$ cat src/hdl/idwt_pkg.sv
// Package for the inverse 5/3 horizontal line block: item types and result bundle.
// No dependencies; used by every module under hdl.
`timescale 1ns / 1ps

package idwt_pkg;

  localparam int unsigned SampleW = 32;
  localparam int unsigned HighW   = 16;
  localparam int unsigned ShiftW  = 5;
  localparam int unsigned MaxRes  = 3;
  localparam int unsigned CountW  = 2;

  // Configuration register indexes.
  localparam logic [1:0] CfgHfShift   = 2'd0;
  localparam logic [1:0] CfgLfPrescale = 2'd1;

  typedef struct packed {
    logic signed [SampleW-1:0] low_sample;
    logic signed [HighW-1:0]   high_sample;
    logic                      high_present;
    logic                      line_end;
  } in_item_t;

  typedef struct packed {
    logic signed [SampleW-1:0] pixel_value;
    logic                      line_done;
  } out_item_t;

  // Results that one item produces, entry 0 first in line order.
  typedef struct packed {
    out_item_t [MaxRes-1:0] res;
    logic [CountW-1:0]      count;
  } res_set_t;

endpackage

$ cat src/hdl/idwt53_horizontal_line.sv
// Top level of the inverse 5/3 horizontal line block.
// Depends on idwt_pkg, idwt_lift and idwt_obuf.
`timescale 1ns / 1ps

// Inverse 5/3 lifting along one image line. Each input item carries one
// low-pass and (except at the end of an odd-length line) one high-pass
// coefficient; the block returns reconstructed samples in line order, with
// line_done set on the last one. An item is registered on entry, the lifting
// step runs combinationally from that register into a three-entry result buffer,
// and the buffer drains one result per cycle while the receiver does not stall.
// A new item is taken while results still wait. Write hf_shift (index 0)
// and lf_prescale (index 1) only while no item is in flight.
module idwt53_horizontal_line (
  input  logic                clk_i,
  input  logic                rst_ni,
  input  logic                in_valid_i,
  output logic                in_stall_o,
  input  idwt_pkg::in_item_t  in_item_i,
  output logic                out_valid_o,
  input  logic                out_stall_i,
  output idwt_pkg::out_item_t out_item_o,
  input  logic                cfg_valid_i,
  output logic                cfg_ready_o,
  input  logic [1:0]          cfg_index_i,
  input  logic [31:0]         cfg_data_i
);
  import idwt_pkg::*;

  logic [ShiftW-1:0] hf_shift_q, hf_shift_d;
  logic              lf_prescale_q, lf_prescale_d;

  in_item_t item_q;
  logic     item_valid_q, item_valid_d;
  logic     in_acc, fire, buf_free;
  res_set_t res;

  // Configuration is always writable; unknown indexes are dropped.
  assign cfg_ready_o = 1'b1;

  always_comb begin
    hf_shift_d    = hf_shift_q;
    lf_prescale_d = lf_prescale_q;
    if (cfg_valid_i) begin
      case (cfg_index_i)
        CfgHfShift:    hf_shift_d    = cfg_data_i[ShiftW-1:0];
        CfgLfPrescale: lf_prescale_d = cfg_data_i[0];
        default: ;
      endcase
    end
  end

  // Advance the registered item into the buffer once it has room; hold otherwise.
  assign fire       = item_valid_q & buf_free;
  assign in_stall_o = item_valid_q & ~fire;
  assign in_acc     = in_valid_i & ~in_stall_o;

  always_comb begin
    item_valid_d = item_valid_q;
    if (in_acc) begin
      item_valid_d = 1'b1;
    end else if (fire) begin
      item_valid_d = 1'b0;
    end
  end

  always_ff @(posedge clk_i or negedge rst_ni) begin
    if (!rst_ni) begin
      hf_shift_q    <= '0;
      lf_prescale_q <= 1'b0;
      item_valid_q  <= 1'b0;
    end else begin
      hf_shift_q    <= hf_shift_d;
      lf_prescale_q <= lf_prescale_d;
      item_valid_q  <= item_valid_d;
    end
  end

  always_ff @(posedge clk_i) begin
    if (in_acc) begin
      item_q <= in_item_i;
    end
  end

  idwt_lift u_lift (
    .clk_i         (clk_i),
    .rst_ni        (rst_ni),
    .item_i        (item_q),
    .fire_i        (fire),
    .hf_shift_i    (hf_shift_q),
    .lf_prescale_i (lf_prescale_q),
    .res_o         (res)
  );

  idwt_obuf u_obuf (
    .clk_i       (clk_i),
    .rst_ni      (rst_ni),
    .res_i       (res),
    .load_i      (fire),
    .free_o      (buf_free),
    .out_valid_o (out_valid_o),
    .out_stall_i (out_stall_i),
    .out_item_o  (out_item_o)
  );

endmodule

$ cat src/hdl/idwt_lift.sv
// Lifting datapath: rebuilds even and odd samples from one registered item.
// Holds the previous even sample, previous shifted high-pass sample and line state.
// Depends on idwt_pkg.
`timescale 1ns / 1ps

module idwt_lift (
  input  logic                            clk_i,
  input  logic                            rst_ni,
  input  idwt_pkg::in_item_t              item_i,
  input  logic                            fire_i,
  input  logic [idwt_pkg::ShiftW-1:0]     hf_shift_i,
  input  logic                            lf_prescale_i,
  output idwt_pkg::res_set_t              res_o
);
  import idwt_pkg::*;

  logic [SampleW-1:0] last_even_q, last_even_d;
  logic [SampleW-1:0] last_high_q, last_high_d;
  logic               mid_line_q, mid_line_d;

  logic [SampleW-1:0] hs, lv, even, odd, upd, pair;
  logic               hp, line_end;

  always_comb begin
    hp       = item_i.high_present;
    line_end = item_i.line_end | ~hp;
    hs = hp ? ({{(SampleW-HighW){item_i.high_sample[HighW-1]}}, item_i.high_sample}
               << hf_shift_i) : '0;
    lv = lf_prescale_i ? (item_i.low_sample << hf_shift_i) : item_i.low_sample;

    // Update term of the inverse update step; symmetric extension at either end.
    if (!mid_line_q) begin
      upd = SampleW'($signed(hs + SampleW'(1)) >>> 1);
    end else if (hp) begin
      upd = SampleW'($signed(last_high_q + hs + SampleW'(2)) >>> 2);
    end else begin
      upd = SampleW'($signed(last_high_q + SampleW'(1)) >>> 1);
    end
    even = lv - upd;
    pair = last_even_q + even;
    odd  = last_high_q + SampleW'($signed(pair) >>> 1);

    res_o = '0;
    if (!mid_line_q) begin
      res_o.res[0].pixel_value = even;
      res_o.res[0].line_done   = line_end & ~hp;
      res_o.res[1].pixel_value = hs + even;
      res_o.res[1].line_done   = 1'b1;
      res_o.count = (hp && line_end) ? CountW'(2) : CountW'(1);
    end else begin
      res_o.res[0].pixel_value = odd;
      res_o.res[0].line_done   = 1'b0;
      res_o.res[1].pixel_value = even;
      res_o.res[1].line_done   = line_end & ~hp;
      res_o.res[2].pixel_value = hs + even;
      res_o.res[2].line_done   = 1'b1;
      res_o.count = (hp && line_end) ? CountW'(3) : CountW'(2);
    end

    last_even_d = last_even_q;
    last_high_d = last_high_q;
    mid_line_d  = mid_line_q;
    if (fire_i) begin
      last_even_d = even;
      if (hp) begin
        last_high_d = hs;
      end
      mid_line_d = ~line_end;
    end
  end

  always_ff @(posedge clk_i or negedge rst_ni) begin
    if (!rst_ni) begin
      last_even_q <= '0;
      last_high_q <= '0;
      mid_line_q  <= 1'b0;
    end else begin
      last_even_q <= last_even_d;
      last_high_q <= last_high_d;
      mid_line_q  <= mid_line_d;
    end
  end

endmodule

$ cat src/hdl/idwt_obuf.sv
// Result buffer: holds up to three results of one item and drains one per cycle unless stalled.
// Depends on idwt_pkg.
`timescale 1ns / 1ps

module idwt_obuf (
  input  logic                 clk_i,
  input  logic                 rst_ni,
  input  idwt_pkg::res_set_t   res_i,
  input  logic                 load_i,
  output logic                 free_o,
  output logic                 out_valid_o,
  input  logic                 out_stall_i,
  output idwt_pkg::out_item_t  out_item_o
);
  import idwt_pkg::*;

  out_item_t [MaxRes-1:0] ent_q, ent_d;
  logic [CountW-1:0]      cnt_q, cnt_d;
  logic                   pop;

  assign out_valid_o = (cnt_q != '0);
  assign out_item_o  = ent_q[0];
  assign pop         = out_valid_o & ~out_stall_i;
  // Take a new bundle when empty or when the last result leaves this cycle.
  assign free_o      = (cnt_q == '0) || (cnt_q == CountW'(1) && pop);

  always_comb begin
    ent_d = ent_q;
    cnt_d = cnt_q;
    if (load_i) begin
      ent_d = res_i.res;
      cnt_d = res_i.count;
    end else if (pop) begin
      ent_d[0] = ent_q[1];
      ent_d[1] = ent_q[2];
      cnt_d    = cnt_q - CountW'(1);
    end
  end

  always_ff @(posedge clk_i or negedge rst_ni) begin
    if (!rst_ni) begin
      cnt_q <= '0;
    end else begin
      cnt_q <= cnt_d;
    end
  end

  always_ff @(posedge clk_i) begin
    ent_q <= ent_d;
  end

endmodule

$ cat config.mk
export PLATFORM = sky130hd
export DESIGN_NAME = idwt53_horizontal_line
export DESIGN_NICKNAME = d
export VERILOG_FILES = /design/src/hdl/idwt_pkg.sv /design/src/hdl/idwt53_horizontal_line.sv /design/src/hdl/idwt_lift.sv /design/src/hdl/idwt_obuf.sv
export SDC_FILE = /design/constraint.sdc
export NUM_CORES = 1
export LEC_CHECK = 0
export ABC_AREA = 1
export BUFFER_PORTS_ARGS = -buffer_cell sky130_fd_sc_hd__buf_2
export CAP_MARGIN = 20
export CORE_MARGIN = 10
export CORE_UTILIZATION = 30
export CTS_BUF_LIST = sky130_fd_sc_hd__clkbuf_16
export CTS_CLUSTER_DIAMETER = 100
export DETAILED_ROUTE_END_ITERATION = 12
export GPL_TIMING_DRIVEN = 0
export MAX_ROUTING_LAYER = met4
export SYNTH_ARGS = -nofsm -noshare
export SYNTH_HDL_FRONTEND = slang
export SYNTH_SLANG_ARGS = --single-unit
$ cat constraint.sdc
create_clock -name clk_i -period 23.3 [get_ports clk_i]
set_input_delay 4.66 -clock clk_i [delete_from_list [all_inputs] [get_ports clk_i]]
set_output_delay 4.66 -clock clk_i [all_outputs]
set_load 0.01 [all_outputs]
==> results of run 1 <==
==> metal layers <==
metal	track usage, %	vias up	part of all wire [%]
met5	-	-	0
met2	31.48	813	45
li1	-	10810	-
met4	5.092	0	2.8
met3	2.034	130	6.4
met1	25.60	10310	46
==> layout make-up <==
cell class              instances  area, um2  share of cell area (%)
multi-input cells            2435      13940                   55.67
flip-flops and latches        223       6326                   25.26
well taps                     959       1200                   4.790
inverters                     310       1172                   4.681
plain buffers                 140      779.5                   3.112
clock buffers                  27      675.6                   2.697
repair buffers                106      643.1                   2.568
clock inverters                23      306.5                   1.224
==> flip-flops by register name, indices dropped and copies added, names as in the netlist <==
| register | cells |
|---|---|
| u_obuf.ent_q | 66 |
| u_lift.mid_line_q | 1 |
| u_obuf.out_item_o | 33 |
| hf_shift_q | 5 |
| u_obuf.cnt_q | 2 |
| item_valid_q | 1 |
| lf_prescale_q | 1 |
| u_lift.last_high_q | 32 |
| u_lift.last_even_q | 32 |
| item_q | 50 |
==> per-stage QoR <==
| stage | hold slack (ns) | util (%) |
|---|---|---|
| finish | 0.4902 | 34.22 |
| floorplan | 0.4231 | - |
| detailed placement | 0.4731 | 32.87 |
| global placement | 0.4695 | 32.63 |
| CTS | 0.4894 | 34.22 |
| global route | 0.5034 | 34.22 |
==> final timing paths <==
path                                                    start                                 end  slack (ns)
max                                 hf_shift_q[2]$_DFFE_PN0P_     u_obuf.out_item_o[32]$_DFFE_PP_       12.70
min                        u_lift.last_even_q[13]$_DFFE_PN0P_  u_lift.last_even_q[13]$_DFFE_PN0P_        0.49
max reg2reg                         hf_shift_q[2]$_DFFE_PN0P_     u_obuf.out_item_o[32]$_DFFE_PP_       12.70
min reg2reg                u_lift.last_even_q[13]$_DFFE_PN0P_  u_lift.last_even_q[13]$_DFFE_PN0P_        0.49
max in group asynchronous                              rst_ni  u_lift.last_high_q[11]$_DFFE_PN0P_       18.60
min in group asynchronous                              rst_ni   u_lift.last_even_q[8]$_DFFE_PN0P_        4.04
==> cell families (layout without fill, tap and decap cells) <==
family          count (synthesis)  count (layout)  share of synthesized area (%)
compound gates                727             727                          18.62
xor+xnor                      132             132                          5.273
fa+ha+maj                     200             200                          11.44
buf+inv                       450             606                          8.783
flops                         223             223                          28.48
mux                            13              13                         0.5859
other cells                     1               1                        0.01688
simple gates                 1362            1362                          26.80
==> layout by cell type (no fill, tap or decap), drive strengths merged, types with 74 or more instances in the layout <==
cell type | netlist | final
buf | 74 | 180
dfrtp | 74 | 74
nand2 | 834 | 834
a21oi | 243 | 243
edfxtp | 149 | 149
inv | 308 | 312
xor2 | 89 | 89
nor2 | 263 | 263
o21ai | 297 | 297
nand3 | 162 | 162
clkbuf | 66 | 93
ha | 195 | 195
==> results.yml, run 1 <==
status:
  status: "finished, final reports clean"
timing:
  tightest_slew_ns: 1.221
  relSlewSlack_pct: 17.76
  tns_ns: 0
  finalMaxSlewViolations: 0
  rsz0062_at_grt: "false"
  hold_viol: 0
  finalClockSkew_ns: 0.03296
  layout_min_cycle_time_ns: 10.60
  fmax_ghz: 0.09433
  timing.final.crit_share_pct: 45.50
  setup_viol: 0
  finalWorstSetupSlack_ns: 12.70
final_layout:
  num-fill-cells: 7892
  nets: 3532
  antenna_cells: 0
  final_cells: 4223
  syn2layout_area_growth_pct: 12.78
  drive_gt1_share_pct: 10.66
  finalInstanceArea_um2: 25050
hold_path:
  hp-class: "reg -> reg"
  worstHoldPathCells: 1
grt:
  grt_pass1_wl_um: 126000
  grt_max_degree: 45
  grt_usage_pct: 19.45
  grt-ovfl-total: 0
  grt_antenna_before_repair: 0
  grt_pass1_vias: 21110
die:
  coreArea_um2: 73210
  initial_utilization_pct: 30.34
  dieHeight_um: 292.1
  dieArea_um2: 85320
  rows: 99
  ios: 125
  die_width_um: 292.1
synth:
  synth.distinct_cells: 74
  synthCells: 3108
  post-synth-top-area-cell: "edfxtp_1"
  mappedNetlistArea_um2: 22210
  synth-seq-area-share_pct: 28.48
  async_flop_share_pct: 33.18
  synth_edf_count: 149
  synth_ff_type: "edfxtp_1"
  synth.most_common_cell: "nand2_1"
  ys_top_cells_by_area: "edfxtp_1 (20%), nand2_1 (14%), ha_1 (11%)"
  synth.avg_cell_area_um2: 7.146
  ys_top_cells_by_count: "nand2_1 (802), inv_1 (297), o21ai_0 (244)"
  synth_seq_cells: 223
  synth_top_cell_area_share_pct: 20.15
  yosysWarningCount: 0
  syn-num-nets: 3397
clock_tree:
  cts_setup_buffers: 0
  cts-resized-gates: 0
  clkSlewWorstSetupHoldPaths_ns: 0.06
  cts_buffer_depth: 3
  cts.root.buffer_cell: "clkbuf_16"
  cts_num_sinks: 223
  cts_made_buffers: 27
  cts_max_level: 1
  cts_hold_buffers: 0
  cts_tree: "done"
  worstSkewPairLatency_ns: 0.60
setup_path:
  critPathBufInv: 8
  crit_fanout: 10
  critPathMostFrequentCell: "nand2_1"
  startpoint_type: "flip-flop"
  crit_type: "reg -> reg"
  end_kind: "flip-flop"
  slowest_stage: "xnor2_1"
  cpPeakStageDelay_ns: 0.74
  rr_worst_depth: 46
  path_depth: 46
  required_ns: 23.63
  arrival_ns: 10.93
  crit_family: "simple AND/OR/NAND/NOR gates"
place:
  place.port_buffers: 96
  hpwlAfterDp_um: 69550
  dp_slack_ns: 12.91
  place_area_um2: 24070
  place_congestion: 1.009
  dp_cells: 4173
routing:
  drt_iter0_markers: 2162
  postRouteAntennaNets: 0
  routed_via_density: 5.224
  wl_um: 83820
  wl_per_cell_um: 19.85
  drc: 0
  vias: 22060
  first_pass_iters: 9
run:
  cap_violations: 0
Power of run 1 is not shown: default switching activity piles up to over one toggle a cycle in this logic, so the estimate is an artifact.
==> run 2, diff against run 1 <==
--- a/config.mk
+++ b/config.mk
@@ -5,7 +5,7 @@
 export SDC_FILE = /design/constraint.sdc
 export NUM_CORES = 1
 export LEC_CHECK = 0
-export ABC_AREA = 1
+export ABC_AREA = 0
 export BUFFER_PORTS_ARGS = -buffer_cell sky130_fd_sc_hd__buf_2
 export CAP_MARGIN = 20
 export CORE_MARGIN = 10
==> constraint.sdc (replaced) <==
create_clock -name clk_i -period 10.9 [get_ports clk_i]
set_input_delay 2.18 -clock clk_i [delete_from_list [all_inputs] [get_ports clk_i]]
set_output_delay 2.18 -clock clk_i [all_outputs]
set_load 0.01 [all_outputs]
==> run 2 against run 1 <==
  * Synthesized cell count is 20% lower
  * Register-to-register slack got worse by 12 ns
  * Sequential cell count stayed put
  * Critical endpoint is now u_obuf.out_item_o[31]$_DFFE_PP_
==> results.yml, run 2 <==
grt:
  grt-ovfl-total: 0
  grt_antenna_before_repair: 0
  grt_pass1_vias: 18630
  grt_usage_pct: 18.43
  grt_max_degree: 66
  grt_pass1_wl_um: 115000
final_layout:
  nets: 2930
  syn2layout_area_growth_pct: 15.58
  num-fill-cells: 7434
  finalInstanceArea_um2: 24810
  drive_gt1_share_pct: 13.51
  seqCellArea_um2: 6327
  multiInputGateArea_um2: 14700
  largest_reg_flops: 66
  final_common_cell: "nand2_1"
  final_cell_mix: "nand2_1 (341), a21oi_1 (198), nor2_1 (192), o21ai_0 (191), ha_1 (191)"
  regMostFlops: "u_obuf.ent_q"
  antenna_cells: 0
routing:
  postRouteAntennaNets: 0
  wl_per_cell_um: 21.20
  first_pass_iters: 5
  wl_um: 76610
  routed_via_density: 5.424
  vias: 19600
  drc: 0
  drt_iter0_markers: 1776
die:
  die_width_um: 287.5
  rows: 98
  dieArea_um2: 82660
  dieHeight_um: 287.5
  ios: 125
  coreArea_um2: 71240
  initial_utilization_pct: 30.13
synth:
  post-synth-top-area-cell: "edfxtp_1"
  synth_seq_cells: 223
  ys_top_cells_by_count: "nand2_1 (342), a21oi_1 (209), o21ai_0 (200)"
  yosysWarningCount: 0
  synth_top_cell_area_share_pct: 20.84
  synth.avg_cell_area_um2: 8.608
  synth.most_common_cell: "nand2_1"
  synth_edf_count: 149
  synth-seq-area-share_pct: 29.47
  synth.distinct_cells: 92
  mappedNetlistArea_um2: 21470
  async_flop_share_pct: 33.18
  synthCells: 2494
  synth_ff_type: "edfxtp_1"
  ys_top_cells_by_area: "edfxtp_1 (21%), ha_1 (11%), dfrtp_1 (8.6%)"
  syn-num-nets: 2783
timing:
  setup_viol: 0
  layout_min_cycle_time_ns: 10.39
  relSlewSlack_pct: 8.868
  timing.final.crit_share_pct: 95.34
  finalClockSkew_ns: 0.03076
  fmax_ghz: 0.09623
  hold_viol: 0
  finalMaxSlewViolations: 0
  tightest_slew_ns: 1.367
clock_tree:
  cts_hold_buffers: 0
  cts_made_buffers: 29
  cts_num_sinks: 223
  cts.root.buffer_cell: "clkbuf_16"
  cts_tree: "done"
  cts_buffer_depth: 3
  worstSkewPairLatency_ns: 0.60
  cts_max_level: 1
  clkSlewWorstSetupHoldPaths_ns: 0.06
setup_path:
  slowest_stage: "nor2_1"
  crit_type: "reg -> reg"
  crit_family: "compound AO/OA/AOI/OAI gates"
  startpoint_type: "flip-flop"
  arrival_ns: 10.70
  rr_worst_depth: 47
  crit_fanout: 10
  r2r-start: "hf_shift_q[1]$_DFFE_PN0P_"
  required_ns: 11.21
  cpPeakStageDelay_ns: 0.53
  critPathBufInv: 4
  r2r_slack_ns: 0.51
  end_kind: "flip-flop"
  r2r_end: "u_obuf.out_item_o[31]$_DFFE_PP_"
hold_path:
  whs_endpoint: "u_lift.last_even_q[25]$_DFFE_PN0P_"
  hp-class: "reg -> reg"
  min_from: "u_lift.last_even_q[25]$_DFFE_PN0P_"
  worstHoldPathCells: 2
run:
  cap_violations: 0
place:
  place_area_um2: 23240
  place_congestion: 0.9462
  hpwlAfterDp_um: 61190
  place.port_buffers: 96
status:
  status: "finished, final reports clean"
run 2: changes by cell type after synthesis, sizes merged, moves of 33 or more:
cell    previous run  this run
a211oi             8        42
a21o              10        69
a21oi            243       210
and2               4        39
inv              308        73
mux2i             13        69
nand2            834       342
nand3            162        52
nor2             263       197
o21ai            297       202
xnor2             43       123
run 2: per-stage QoR:
step           setup slack [ns]  hold slack (ns)  instances  util, %  setup TNS [ns]
5_1_grt                -0.02240           0.5117       3614    34.83        -0.02240
2_1_floorplan             1.591           0.4365       2494        -               0
3_3_place_gp             -2.119           0.4691       3540    32.48          -15.29
4_1_cts                0.004277           0.4905       3599    34.19               0
6_report                 0.5081           0.4859       3614    34.83               0
3_5_place_dp             -2.100           0.4739       3544    32.62          -14.50
run 2: cells by family after synthesis:
| logic type | count (synthesis) | share of synthesized area, % |
|---|---|---|
| AO/OA/AOI/OAI | 769 | 22.90 |
| XOR/XNOR | 181 | 7.448 |
| adder cells (fa/ha/maj) | 201 | 11.88 |
| buffers and inverters | 223 | 4.569 |
| flip-flops | 223 | 29.47 |
| multiplexers | 118 | 7.204 |
| other | 1 | 0.01747 |
| AND/OR/NAND/NOR | 778 | 16.52 |
run 2: layer usage:
metal,up-vias,GRT usage [%],part of all wire (%)
met5,-,-,0
met4,0,3.155,1.9
met3,89,1.727,6.4
met2,732,28.95,45
met1,9337,25.73,47
li1,9444,-,-
run 2: layout make-up:
| cell class | count | share of cell area [%] |
|---|---|---|
| buffer | 146 | 2.975 |
| multi-input combinational | 2048 | 59.22 |
| timing repair buffer | 119 | 2.874 |
| clock inverter | 25 | 0.5950 |
| tap | 950 | 4.790 |
| inverter | 74 | 1.119 |
| clock buffer | 29 | 2.925 |
| sequential | 223 | 25.50 |
run 2: tightest hold or removal path: stages, from the launching register on:
cell and delay, ns:
dfrtp_1 0.35, nand2_1 0.05, nand2_1 0.05
run 2: timing repair:
item,in CTS,in global routing
pin swaps,0,12
resized for setup,56,79
buffers inserted,2,17
endpoints found under the setup margin,20,6
run 2: worst max path at each step:
stage	startpoint	end	slack (ns)	cells past startpoint
after floorplan	hf_shift_q[2]$_DFFE_PN0P_	u_obuf.out_item_o[31]$_DFFE_PP_	1.59	39
after global placement	hf_shift_q[2]$_DFFE_PN0P_	u_obuf.out_item_o[31]$_DFFE_PP_	-2.12	39
after detailed placement	hf_shift_q[2]$_DFFE_PN0P_	u_obuf.out_item_o[31]$_DFFE_PP_	-2.10	39
after CTS	hf_shift_q[3]$_DFFE_PN0P_	u_obuf.out_item_o[31]$_DFFE_PP_	0.004	42
after global routing	hf_shift_q[1]$_DFFE_PN0P_	u_obuf.out_item_o[31]$_DFFE_PP_	-0.02	46
final	hf_shift_q[1]$_DFFE_PN0P_	u_obuf.out_item_o[31]$_DFFE_PP_	0.51	47
Power of run 2 is left out for the same reason.
